==> config.mk <==
export PLATFORM = sky130hd
export DESIGN_NAME = windowed_min_max_tracker_flat
export DESIGN_NICKNAME = d
export VERILOG_FILES = /design/src/hdl/wmm_pkg.sv /design/src/hdl/wmm_in_if.sv /design/src/hdl/wmm_out_if.sv /design/src/hdl/wmm_lane.sv /design/src/hdl/wmm_merge.sv /design/src/hdl/wmm_window.sv /design/src/hdl/windowed_min_max_tracker.sv /design/src/flat_wrapper.sv
export SDC_FILE = /design/constraint.sdc
export NUM_CORES = 2
export LEC_CHECK = 0
export ABC_AREA = 1
export ABC_CLOCK_PERIOD_IN_PS = 12000
export BUFFER_PORTS_ARGS = -buffer_cell sky130_fd_sc_hd__buf_2
export CORE_MARGIN = 10
export CORE_UTILIZATION = 30
export CTS_BUF_LIST = sky130_fd_sc_hd__clkbuf_8
export DETAILED_ROUTE_END_ITERATION = 16
export HOLD_SLACK_MARGIN = 0.02
export MAX_ROUTING_LAYER = met4
export PLACE_DENSITY = 0.43
export SKIP_CTS_REPAIR_TIMING = 1
export SYNTH_ARGS = -nofsm -noshare
export SYNTH_HDL_FRONTEND = slang
export SYNTH_SLANG_ARGS = --single-unit
==> constraint.sdc <==
create_clock -name clk -period 12 [get_ports clk]
set_input_delay 1.2 -clock clk [delete_from_list [all_inputs] [get_ports clk]]
set_output_delay 1.2 -clock clk [all_outputs]
set_load 0.1 [all_outputs]
==> src/hdl/wmm_pkg.sv <==
// ----------------------------------------------------------------------------
// wmm_pkg
// Shared types, constants and helpers for the windowed min/max tracker.
// ----------------------------------------------------------------------------
package wmm_pkg;

  localparam int SMP_W = 24;
  localparam int CNT_W = 16;
  localparam int LANES = 4;

  localparam logic [CNT_W-1:0] PERIOD_RST = 16'd12;

  typedef logic signed [SMP_W-1:0] smp_t;
  typedef logic [CNT_W-1:0]        cnt_t;

  // frame-end stage: one entry per completed frame
  typedef struct packed {
    logic vld;
    logic cst;
    smp_t first;
  } wmm_fend_t;

  // merged frame extremes handed to the window stage
  typedef struct packed {
    logic vld;
    logic cst;
    smp_t first;
    smp_t lo;
    smp_t hi;
  } wmm_frame_t;

  function automatic smp_t smin(input smp_t a, input smp_t b);
    smin = (b < a) ? b : a;
  endfunction

  function automatic smp_t smax(input smp_t a, input smp_t b);
    smax = (b > a) ? b : a;
  endfunction

endpackage

==> src/hdl/wmm_in_if.sv <==
// ----------------------------------------------------------------------------
// wmm_in_if
// Sample group channel: four lane samples plus frame markers.
// ----------------------------------------------------------------------------
interface wmm_in_if;
  logic              valid;
  logic              ready;
  wmm_pkg::smp_t     sample_a;
  wmm_pkg::smp_t     sample_b;
  wmm_pkg::smp_t     sample_c;
  wmm_pkg::smp_t     sample_d;
  logic              frame_end;
  logic              frame_constant;

  modport source (
    output valid, sample_a, sample_b, sample_c, sample_d, frame_end, frame_constant,
    input  ready
  );
  modport sink (
    input  valid, sample_a, sample_b, sample_c, sample_d, frame_end, frame_constant,
    output ready
  );
endinterface

==> src/hdl/wmm_out_if.sv <==
// ----------------------------------------------------------------------------
// wmm_out_if
// Result channel: published extremes, center and window-done flag.
// ----------------------------------------------------------------------------
interface wmm_out_if;
  logic              valid;
  logic              ready;
  wmm_pkg::smp_t     shown_min;
  wmm_pkg::smp_t     shown_max;
  wmm_pkg::smp_t     shown_center;
  logic              window_done;

  modport source (
    output valid, shown_min, shown_max, shown_center, window_done,
    input  ready
  );
  modport sink (
    input  valid, shown_min, shown_max, shown_center, window_done,
    output ready
  );
endinterface

==> src/hdl/wmm_lane.sv <==
// ----------------------------------------------------------------------------
// wmm_lane
// One lane: running min/max of its sample column over the current frame,
// latched into a final pair at the frame-end transaction.
// ----------------------------------------------------------------------------
module wmm_lane (
  input  logic          clk,
  input  logic          take,
  input  logic          first,
  input  logic          last,
  input  wmm_pkg::smp_t sample,
  output wmm_pkg::smp_t fin_lo,
  output wmm_pkg::smp_t fin_hi
);

  wmm_pkg::smp_t acc_lo_r, acc_hi_r;
  wmm_pkg::smp_t fin_lo_r, fin_hi_r;
  wmm_pkg::smp_t cur_lo, cur_hi;

  always_comb begin
    if (first) begin
      cur_lo = sample;
      cur_hi = sample;
    end else begin
      cur_lo = wmm_pkg::smin(acc_lo_r, sample);
      cur_hi = wmm_pkg::smax(acc_hi_r, sample);
    end
  end

  always_ff @(posedge clk) begin
    if (take) begin
      acc_lo_r <= cur_lo;
      acc_hi_r <= cur_hi;
      if (last) begin
        fin_lo_r <= cur_lo;
        fin_hi_r <= cur_hi;
      end
    end
  end

  assign fin_lo = fin_lo_r;
  assign fin_hi = fin_hi_r;

endmodule

==> src/hdl/wmm_merge.sv <==
// ----------------------------------------------------------------------------
// wmm_merge
// Combines the lanes' frame extremes into one frame min/max and registers
// the result for the window stage.
// ----------------------------------------------------------------------------
module wmm_merge (
  input  logic                                   clk,
  input  logic                                   rst_n,
  input  wmm_pkg::wmm_fend_t                     fend,
  input  wmm_pkg::smp_t [wmm_pkg::LANES-1:0]     fin_lo,
  input  wmm_pkg::smp_t [wmm_pkg::LANES-1:0]     fin_hi,
  input  logic                                   take,
  output logic                                   pop,
  output wmm_pkg::wmm_frame_t                    frame
);

  wmm_pkg::wmm_frame_t frame_r, frame_nxt;
  wmm_pkg::smp_t       lo_m, hi_m;

  always_comb begin
    lo_m = fin_lo[0];
    hi_m = fin_hi[0];
    for (int i = 1; i < wmm_pkg::LANES; i++) begin
      lo_m = wmm_pkg::smin(lo_m, fin_lo[i]);
      hi_m = wmm_pkg::smax(hi_m, fin_hi[i]);
    end
  end

  assign pop = fend.vld && (!frame_r.vld || take);

  always_comb begin
    frame_nxt = frame_r;
    if (pop) begin
      frame_nxt.vld   = 1'b1;
      frame_nxt.cst   = fend.cst;
      frame_nxt.first = fend.first;
      frame_nxt.lo    = lo_m;
      frame_nxt.hi    = hi_m;
    end else if (take) begin
      frame_nxt.vld   = 1'b0;
    end
  end

  always_ff @(posedge clk) begin
    if (!rst_n) begin
      frame_r.vld <= 1'b0;
    end else begin
      frame_r.vld <= frame_nxt.vld;
    end
    frame_r.cst   <= frame_nxt.cst;
    frame_r.first <= frame_nxt.first;
    frame_r.lo    <= frame_nxt.lo;
    frame_r.hi    <= frame_nxt.hi;
  end

  assign frame = frame_r;

endmodule

==> src/hdl/wmm_window.sv <==
// ----------------------------------------------------------------------------
// wmm_window
// Window accumulation, frame counting, publishing and the result register.
// ----------------------------------------------------------------------------
module wmm_window (
  input  logic                clk,
  input  logic                rst_n,
  input  logic                cfg_we,
  input  wmm_pkg::cnt_t       cfg_wdata,
  input  wmm_pkg::wmm_frame_t frame,
  output logic                take,
  wmm_out_if.source           out_ch
);

  wmm_pkg::cnt_t period_r, seen_r, seen_nxt, seen_inc;
  wmm_pkg::smp_t win_lo_r, win_lo_nxt, win_hi_r, win_hi_nxt;
  wmm_pkg::smp_t pub_lo_r, pub_lo_nxt, pub_hi_r, pub_hi_nxt;
  wmm_pkg::smp_t center;
  logic signed [wmm_pkg::SMP_W:0] sum;
  logic done;
  logic out_vld_r;
  wmm_pkg::smp_t out_min_r, out_max_r, out_ctr_r;
  logic out_done_r;

  assign take     = frame.vld && (!out_vld_r || out_ch.ready);
  assign seen_inc = seen_r + 1'b1;

  always_comb begin
    seen_nxt   = seen_r;
    win_lo_nxt = win_lo_r;
    win_hi_nxt = win_hi_r;
    pub_lo_nxt = pub_lo_r;
    pub_hi_nxt = pub_hi_r;
    done       = 1'b0;
    if (frame.cst) begin
      pub_lo_nxt = frame.first;
      pub_hi_nxt = frame.first;
      win_lo_nxt = frame.first;
      win_hi_nxt = frame.first;
      seen_nxt   = '0;
      done       = 1'b1;
    end else if (seen_inc == period_r) begin
      // window closes: publish the old window, restart from this frame
      pub_lo_nxt = win_lo_r;
      pub_hi_nxt = win_hi_r;
      win_lo_nxt = frame.lo;
      win_hi_nxt = frame.hi;
      seen_nxt   = '0;
      done       = 1'b1;
    end else begin
      win_lo_nxt = wmm_pkg::smin(win_lo_r, frame.lo);
      win_hi_nxt = wmm_pkg::smax(win_hi_r, frame.hi);
      seen_nxt   = seen_inc;
    end
  end

  assign sum    = {pub_lo_nxt[wmm_pkg::SMP_W-1], pub_lo_nxt}
                + {pub_hi_nxt[wmm_pkg::SMP_W-1], pub_hi_nxt};
  assign center = sum[wmm_pkg::SMP_W:1];

  always_ff @(posedge clk) begin
    if (!rst_n) begin
      period_r  <= wmm_pkg::PERIOD_RST;
      seen_r    <= '0;
      win_lo_r  <= '0;
      win_hi_r  <= '0;
      pub_lo_r  <= '0;
      pub_hi_r  <= '0;
      out_vld_r <= 1'b0;
    end else begin
      if (cfg_we) begin
        period_r <= cfg_wdata;
      end
      if (take) begin
        seen_r    <= seen_nxt;
        win_lo_r  <= win_lo_nxt;
        win_hi_r  <= win_hi_nxt;
        pub_lo_r  <= pub_lo_nxt;
        pub_hi_r  <= pub_hi_nxt;
        out_vld_r <= 1'b1;
      end else if (out_ch.ready) begin
        out_vld_r <= 1'b0;
      end
    end
  end

  always_ff @(posedge clk) begin
    if (take) begin
      out_min_r  <= pub_lo_nxt;
      out_max_r  <= pub_hi_nxt;
      out_ctr_r  <= center;
      out_done_r <= done;
    end
  end

  assign out_ch.valid        = out_vld_r;
  assign out_ch.shown_min    = out_min_r;
  assign out_ch.shown_max    = out_max_r;
  assign out_ch.shown_center = out_ctr_r;
  assign out_ch.window_done  = out_done_r;

endmodule

==> src/hdl/windowed_min_max_tracker.sv <==
// ----------------------------------------------------------------------------
// windowed_min_max_tracker
// Per-frame and windowed min/max of 4-lane Q1.23 sample groups, publishing
// min, max and center at each window close or constant frame.
// ----------------------------------------------------------------------------
//  port     dir   transfer              contents
//  in_ch    in    valid/ready           sample_a..d, frame_end, frame_constant
//  out_ch   out   valid/ready           shown_min/max/center, window_done
//  cfg_*    in    write enable, no ack  period_frames (16 bit)
//
//  One group per cycle while in_ch.ready is high. Four lanes track their
//  column's frame extremes, a merge stage reduces them, and the window stage
//  updates and registers the result: one result per frame-end transaction.
//  Reset is synchronous; the period returns to 12 and the window and published
//  extremes to zero. A stalled output backs up through two frame-end slots
//  before in_ch.ready drops; groups that are not frame ends still need a free first slot.
// ----------------------------------------------------------------------------
module windowed_min_max_tracker (
  input  logic          clk,
  input  logic          rst_n,
  wmm_in_if.sink        in_ch,
  wmm_out_if.source     out_ch,
  input  logic          cfg_we,
  input  wmm_pkg::cnt_t cfg_wdata
);

  wmm_pkg::smp_t [wmm_pkg::LANES-1:0] samples;
  wmm_pkg::smp_t [wmm_pkg::LANES-1:0] fin_lo, fin_hi;
  wmm_pkg::wmm_fend_t  fend_r, fend_nxt;
  wmm_pkg::wmm_frame_t frame;
  wmm_pkg::smp_t       first_val_r, first_val;
  logic mid_frame_r, mid_frame_nxt;
  logic accept, pop, take;

  assign samples[0] = in_ch.sample_a;
  assign samples[1] = in_ch.sample_b;
  assign samples[2] = in_ch.sample_c;
  assign samples[3] = in_ch.sample_d;

  assign in_ch.ready = !fend_r.vld || pop;
  assign accept      = in_ch.valid && in_ch.ready;
  assign first_val   = mid_frame_r ? first_val_r : in_ch.sample_a;

  for (genvar g = 0; g < wmm_pkg::LANES; g++) begin : g_lane
    wmm_lane u_lane (
      .clk    (clk),
      .take   (accept),
      .first  (!mid_frame_r),
      .last   (in_ch.frame_end),
      .sample (samples[g]),
      .fin_lo (fin_lo[g]),
      .fin_hi (fin_hi[g])
    );
  end

  always_comb begin
    mid_frame_nxt = mid_frame_r;
    fend_nxt      = fend_r;
    if (accept) begin
      mid_frame_nxt = !in_ch.frame_end;
    end
    if (accept && in_ch.frame_end) begin
      fend_nxt.vld   = 1'b1;
      fend_nxt.cst   = in_ch.frame_constant;
      fend_nxt.first = first_val;
    end else if (pop) begin
      fend_nxt.vld   = 1'b0;
    end
  end

  always_ff @(posedge clk) begin
    if (!rst_n) begin
      mid_frame_r <= 1'b0;
      fend_r.vld  <= 1'b0;
    end else begin
      mid_frame_r <= mid_frame_nxt;
      fend_r.vld  <= fend_nxt.vld;
    end
    fend_r.cst   <= fend_nxt.cst;
    fend_r.first <= fend_nxt.first;
    if (accept) begin
      first_val_r <= first_val;
    end
  end

  wmm_merge u_merge (
    .clk    (clk),
    .rst_n  (rst_n),
    .fend   (fend_r),
    .fin_lo (fin_lo),
    .fin_hi (fin_hi),
    .take   (take),
    .pop    (pop),
    .frame  (frame)
  );

  wmm_window u_window (
    .clk       (clk),
    .rst_n     (rst_n),
    .cfg_we    (cfg_we),
    .cfg_wdata (cfg_wdata),
    .frame     (frame),
    .take      (take),
    .out_ch    (out_ch)
  );

endmodule
==> src/flat_wrapper.sv <==
// flat-port wrapper written by rule: the top's interface ports become plain ports
module windowed_min_max_tracker_flat 
  (clk, rst_n, cfg_we, cfg_wdata, in_ch_valid, in_ch_sample_a, in_ch_sample_b, in_ch_sample_c, in_ch_sample_d, in_ch_frame_end, in_ch_frame_constant, in_ch_ready, out_ch_valid, out_ch_shown_min, out_ch_shown_max, out_ch_shown_center, out_ch_window_done, out_ch_ready);
  wmm_in_if in_ch_i ();
  wmm_out_if out_ch_i ();
  input  logic clk;
  input  logic rst_n;
  input  logic cfg_we;
  input  wmm_pkg::cnt_t cfg_wdata;
  input wire logic [$bits(in_ch_i.valid)-1:0] in_ch_valid;
  input wire logic [$bits(in_ch_i.sample_a)-1:0] in_ch_sample_a;
  input wire logic [$bits(in_ch_i.sample_b)-1:0] in_ch_sample_b;
  input wire logic [$bits(in_ch_i.sample_c)-1:0] in_ch_sample_c;
  input wire logic [$bits(in_ch_i.sample_d)-1:0] in_ch_sample_d;
  input wire logic [$bits(in_ch_i.frame_end)-1:0] in_ch_frame_end;
  input wire logic [$bits(in_ch_i.frame_constant)-1:0] in_ch_frame_constant;
  output wire logic [$bits(in_ch_i.ready)-1:0] in_ch_ready;
  output wire logic [$bits(out_ch_i.valid)-1:0] out_ch_valid;
  output wire logic [$bits(out_ch_i.shown_min)-1:0] out_ch_shown_min;
  output wire logic [$bits(out_ch_i.shown_max)-1:0] out_ch_shown_max;
  output wire logic [$bits(out_ch_i.shown_center)-1:0] out_ch_shown_center;
  output wire logic [$bits(out_ch_i.window_done)-1:0] out_ch_window_done;
  input wire logic [$bits(out_ch_i.ready)-1:0] out_ch_ready;
  assign in_ch_i.valid = in_ch_valid;
  assign in_ch_i.sample_a = in_ch_sample_a;
  assign in_ch_i.sample_b = in_ch_sample_b;
  assign in_ch_i.sample_c = in_ch_sample_c;
  assign in_ch_i.sample_d = in_ch_sample_d;
  assign in_ch_i.frame_end = in_ch_frame_end;
  assign in_ch_i.frame_constant = in_ch_frame_constant;
  assign in_ch_ready = in_ch_i.ready;
  assign out_ch_valid = out_ch_i.valid;
  assign out_ch_shown_min = out_ch_i.shown_min;
  assign out_ch_shown_max = out_ch_i.shown_max;
  assign out_ch_shown_center = out_ch_i.shown_center;
  assign out_ch_window_done = out_ch_i.window_done;
  assign out_ch_i.ready = out_ch_ready;
  windowed_min_max_tracker u_core (.clk(clk), .rst_n(rst_n), .in_ch(in_ch_i), .out_ch(out_ch_i), .cfg_we(cfg_we), .cfg_wdata(cfg_wdata));
endmodule
==> results.md <==
* Worst-path fanout max at 39
* I/O pin cnt at 194
* CTS tree: built
* Final WS setup at 3.37 ns
* Dpl cells at 5746
* CP required at 12.59 ns
* Post-Route WL at 118 mm
* Clock root buffer: clkbuf_8
* EDFF count, synth at 579
* Cell leakage power at 19.5 nW
* Pwr Total at between 6 and 7 mW
* Seq/Total Area, Yosys at 52.0%
* Most frequent cells in the layout: nand2_1 (893), inv_1 (586), edfxtp_1 (579), ha_1 (398), o21ai_0 (376)
* Starting Density at 30.2%
* Final std cells w/o fill at 5991
* Number of vias per cell at 4.73
* CP most frequent cell: nand2_1
* RSZ-0062 raised after global routing: no
* Clock-pin slew on the worst setup and hold paths at 0.06 ns
* Die X at 378 um
* Post-synth ARST share at 0%
* Post-DRT Antenna Nets at 0
* Net Count, Synth at between 4000 and 5000
* Post-Synth Simple-Gate Area at 13.9%
* Cell Int Power at about 4.5 mW
* Setup_tns at 0 ns
* CP Capture Type: register
* H-tree depth at 4
* Worst slew pin tran at roughly 1.1 ns
* First element of the critical path: u_core.g_lane[1].u_lane.fin_hi[23]
* Switching share of power at 33.1%
* CTS Buf Count at between 100 and 150
* Setup crit end: u_core.u_merge.frame[17]
* Clock buffer depth at 3
* Pin count of the biggest net entering global routing at 134
* CP max stage cell: nand4_1
* Final setup skew at 0.0366 ns
* Layout cells sized above 1 at 10.7%
* Number of I/O port buffers at 193
* Worst min-delay path category: reg -> reg
* Netlist Area Pre-Place at 38500 sq um
* R2R cell count at 28
* Setup WS pre-CTS at about 3.4 ns
* Largest family of logic cells by synthesized area: simple AND/OR/NAND/NOR gates
* Adder-Cell Fraction of Synth Area at 13.0%
* Global-route wire length before repair at ~180 mm
* Logic gate share of total power at 22.5%
* Synth Area in Compound Gates at 13.0%
* Cell Pwr Density at 156 nW/um^2
* Number of global-route vias before repair at approximately 28000
* Clock share of power at 33.1%
* Max_cap viols at 0
* VDD IR max at 0.143 mV
* CP Launch Type: register
* Seq pwr share at 44.3%
* DRC viols at 0
* Crit Reg-Reg Endpoint: u_core.u_merge.frame[17]
* Initial antenna violation count at 10
* Wire per inst at 19.6 um
* Final hold vios at 0
* DRT iter0 DRCs at 1779
* Worst slew margin at 24.7%
* Max Clk Rate at 116 MHz
* Status: finished, final reports clean
* Row cnt at ~130
* Post-DP HPWL at between 80 and 90 mm
* RePlAce Congestion at between 0.8 and 0.9
* Nets at roughly 4700
* Post-synthesis register bit count at between 700 and 800
* Commonest non-fill, non-tap cell in the layout: nand2_1
* Placed Area at 41200 sq um
* Final setup fails at 0
* Clock Latency Late Sink at 0.85 ns
* Cells after Synth at 4005
* Die area at 143000 sq um
* Final period util at 71.9%
* CP arrival at 9.22 ns
* R2r startpoint: u_core.g_lane[1].u_lane.fin_hi[23]
* Via count at roughly 28000
* GRT Util Overall at about 17%
* Max-slew violations at 0
* Post-synth cell types at 63
* P&R area growth vs syn at 13.5%
* Max incr delay on CP at 0.83 ns
* Syn Area/Cell at 9.62 sq um
* XOR/XNOR share of the synthesized area at under 10%
* 1st-pass router iterations at 5
* Yosys warns at 0
* Post-synthesis mux area share at 0%
* Global route overflow at 0
* Reg2Reg Setup Slack at ~3.4 ns
* Most used DFF post-synth: edfxtp_1
* DIE HEIGHT at 378 um
* Clk sinks at 711
* Min Clock Period, post-route at 8.63 ns
* Switching power at approximately 2.3 mW
* Final instance area at 43700 sq um
* Classification of the worst setup path: reg -> reg
* Core Box Area at 128000 sq um
area by class of cell:
class / count / area, sq um
well taps: 1662 / 2080
inverters: 561 / 2110
clock buffers: 144 / 1980
repair buffers: 216 / 1160
clock inverters: 92 / 475
flip-flops and latches: 711 / 20000
diodes: 9 / 22.5
multi-input cells: 2596 / 15800
fillers: 13200 / 83800
metal layers:
layer | GRT usage (%) | vias to the layer above | wire [um]
met2 | 25.4 | 612 | 51800
met3 | 3.21 | 191 | 5720
li1 | - | 14400 | -
met5 | - | - | 0
met4 | 6.73 | 0 | 4480
met1 | 21.9 | 13200 | 55600
flip-flops by register name, summed over array words and instances, names as in the netlist, 16 cells and up:
signal                               flops
u_core.u_window.out_ch.shown_center     24
u_core.g_lane.u_lane.acc_lo_r           96
u_core.u_window.pub_hi_r                24
u_core.g_lane.u_lane.acc_hi_r           96
u_core.g_lane.u_lane.fin_hi             96
u_core.u_window.out_ch.shown_min        24
u_core.u_window.seen_r                  16
u_core.first_val_r                      24
u_core.u_merge.frame                    74
u_core.u_window.win_lo_r                24
u_core.u_window.win_hi_r                24
u_core.u_window.period_r                16
u_core.g_lane.u_lane.fin_lo             96
u_core.fend_r                           26
u_core.u_window.pub_lo_r                24
u_core.u_window.out_ch.shown_max        24
per-stage QoR:
step | hold slack [ns] | util [%]
global route | 0.421 | 34.3
floorplan | 0.400 | -
finish | 0.416 | 34.3
detailed placement | 0.405 | 32.3
CTS | 0.415 | 34.3
global placement | 0.401 | 32.3
worst min-delay path by stage:
stage                                          end  cells after the start              start  slack, ns
after detailed placement  u_core.u_merge.frame[59]                      0  u_core.fend_r[11]       0.40
after global routing      u_core.u_merge.frame[49]                      0   u_core.fend_r[1]       0.42
final                     u_core.u_merge.frame[59]                      0  u_core.fend_r[11]       0.42
after global placement    u_core.u_merge.frame[48]                      0   u_core.fend_r[0]       0.40
after CTS                 u_core.u_merge.frame[48]                      0   u_core.fend_r[0]       0.41
after floorplan           u_core.u_merge.frame[48]                      0   u_core.fend_r[0]       0.40
logic make-up after synthesis:
group / count (synthesis)
buf+inv: 698
fa+ha+maj: 399
simple gates: 1280
xor+xnor: 48
flops: 711
compound gates: 869
critical path: cells and delay by family (launching register included):
| kind | cells | cell delay [ns] |
|---|---|---|
| adder cells (fa/ha/maj) | 3 | 0.85 |
| AND/OR/NAND/NOR | 16 | 4.24 |
| buffers and inverters | 2 | 0.95 |
| flip-flops | 1 | 0.38 |
| XOR/XNOR | 1 | 0.15 |
| AO/OA/AOI/OAI | 6 | 1.76 |
cell usage after synthesis, types with 21 or more instances:
library cell | count | area (sq um)
o21ai_0 | 377 | 1890
o21ai_1 | 36 | 180
ha_1 | 398 | 4980
clkbuf_1 | 107 | 402
xor2_1 | 32 | 280
dfxtp_1 | 132 | 2640
a21oi_1 | 243 | 1220
nand4_1 | 62 | 388
edfxtp_1 | 579 | 17400
nor3_1 | 21 | 105
nor2_1 | 115 | 432
nand3_1 | 136 | 681
a31oi_1 | 50 | 313
o211ai_1 | 44 | 330
inv_1 | 552 | 2070
nand2_1 | 895 | 3360
power groups by stage:
stage / clock network [mW] / logic, mW / registers (mW)
floorplan: 0 / 1.01 / 3.06
global placement: 0 / 1.51 / 3.07
finish: 2.25 / 1.53 / 3.02
CTS: 2.34 / 1.54 / 3.02
global route: 2.46 / 1.76 / 3.03
detailed placement: 0 / 1.53 / 3.07
Note: power is estimated with default switching activity, not from simulation.
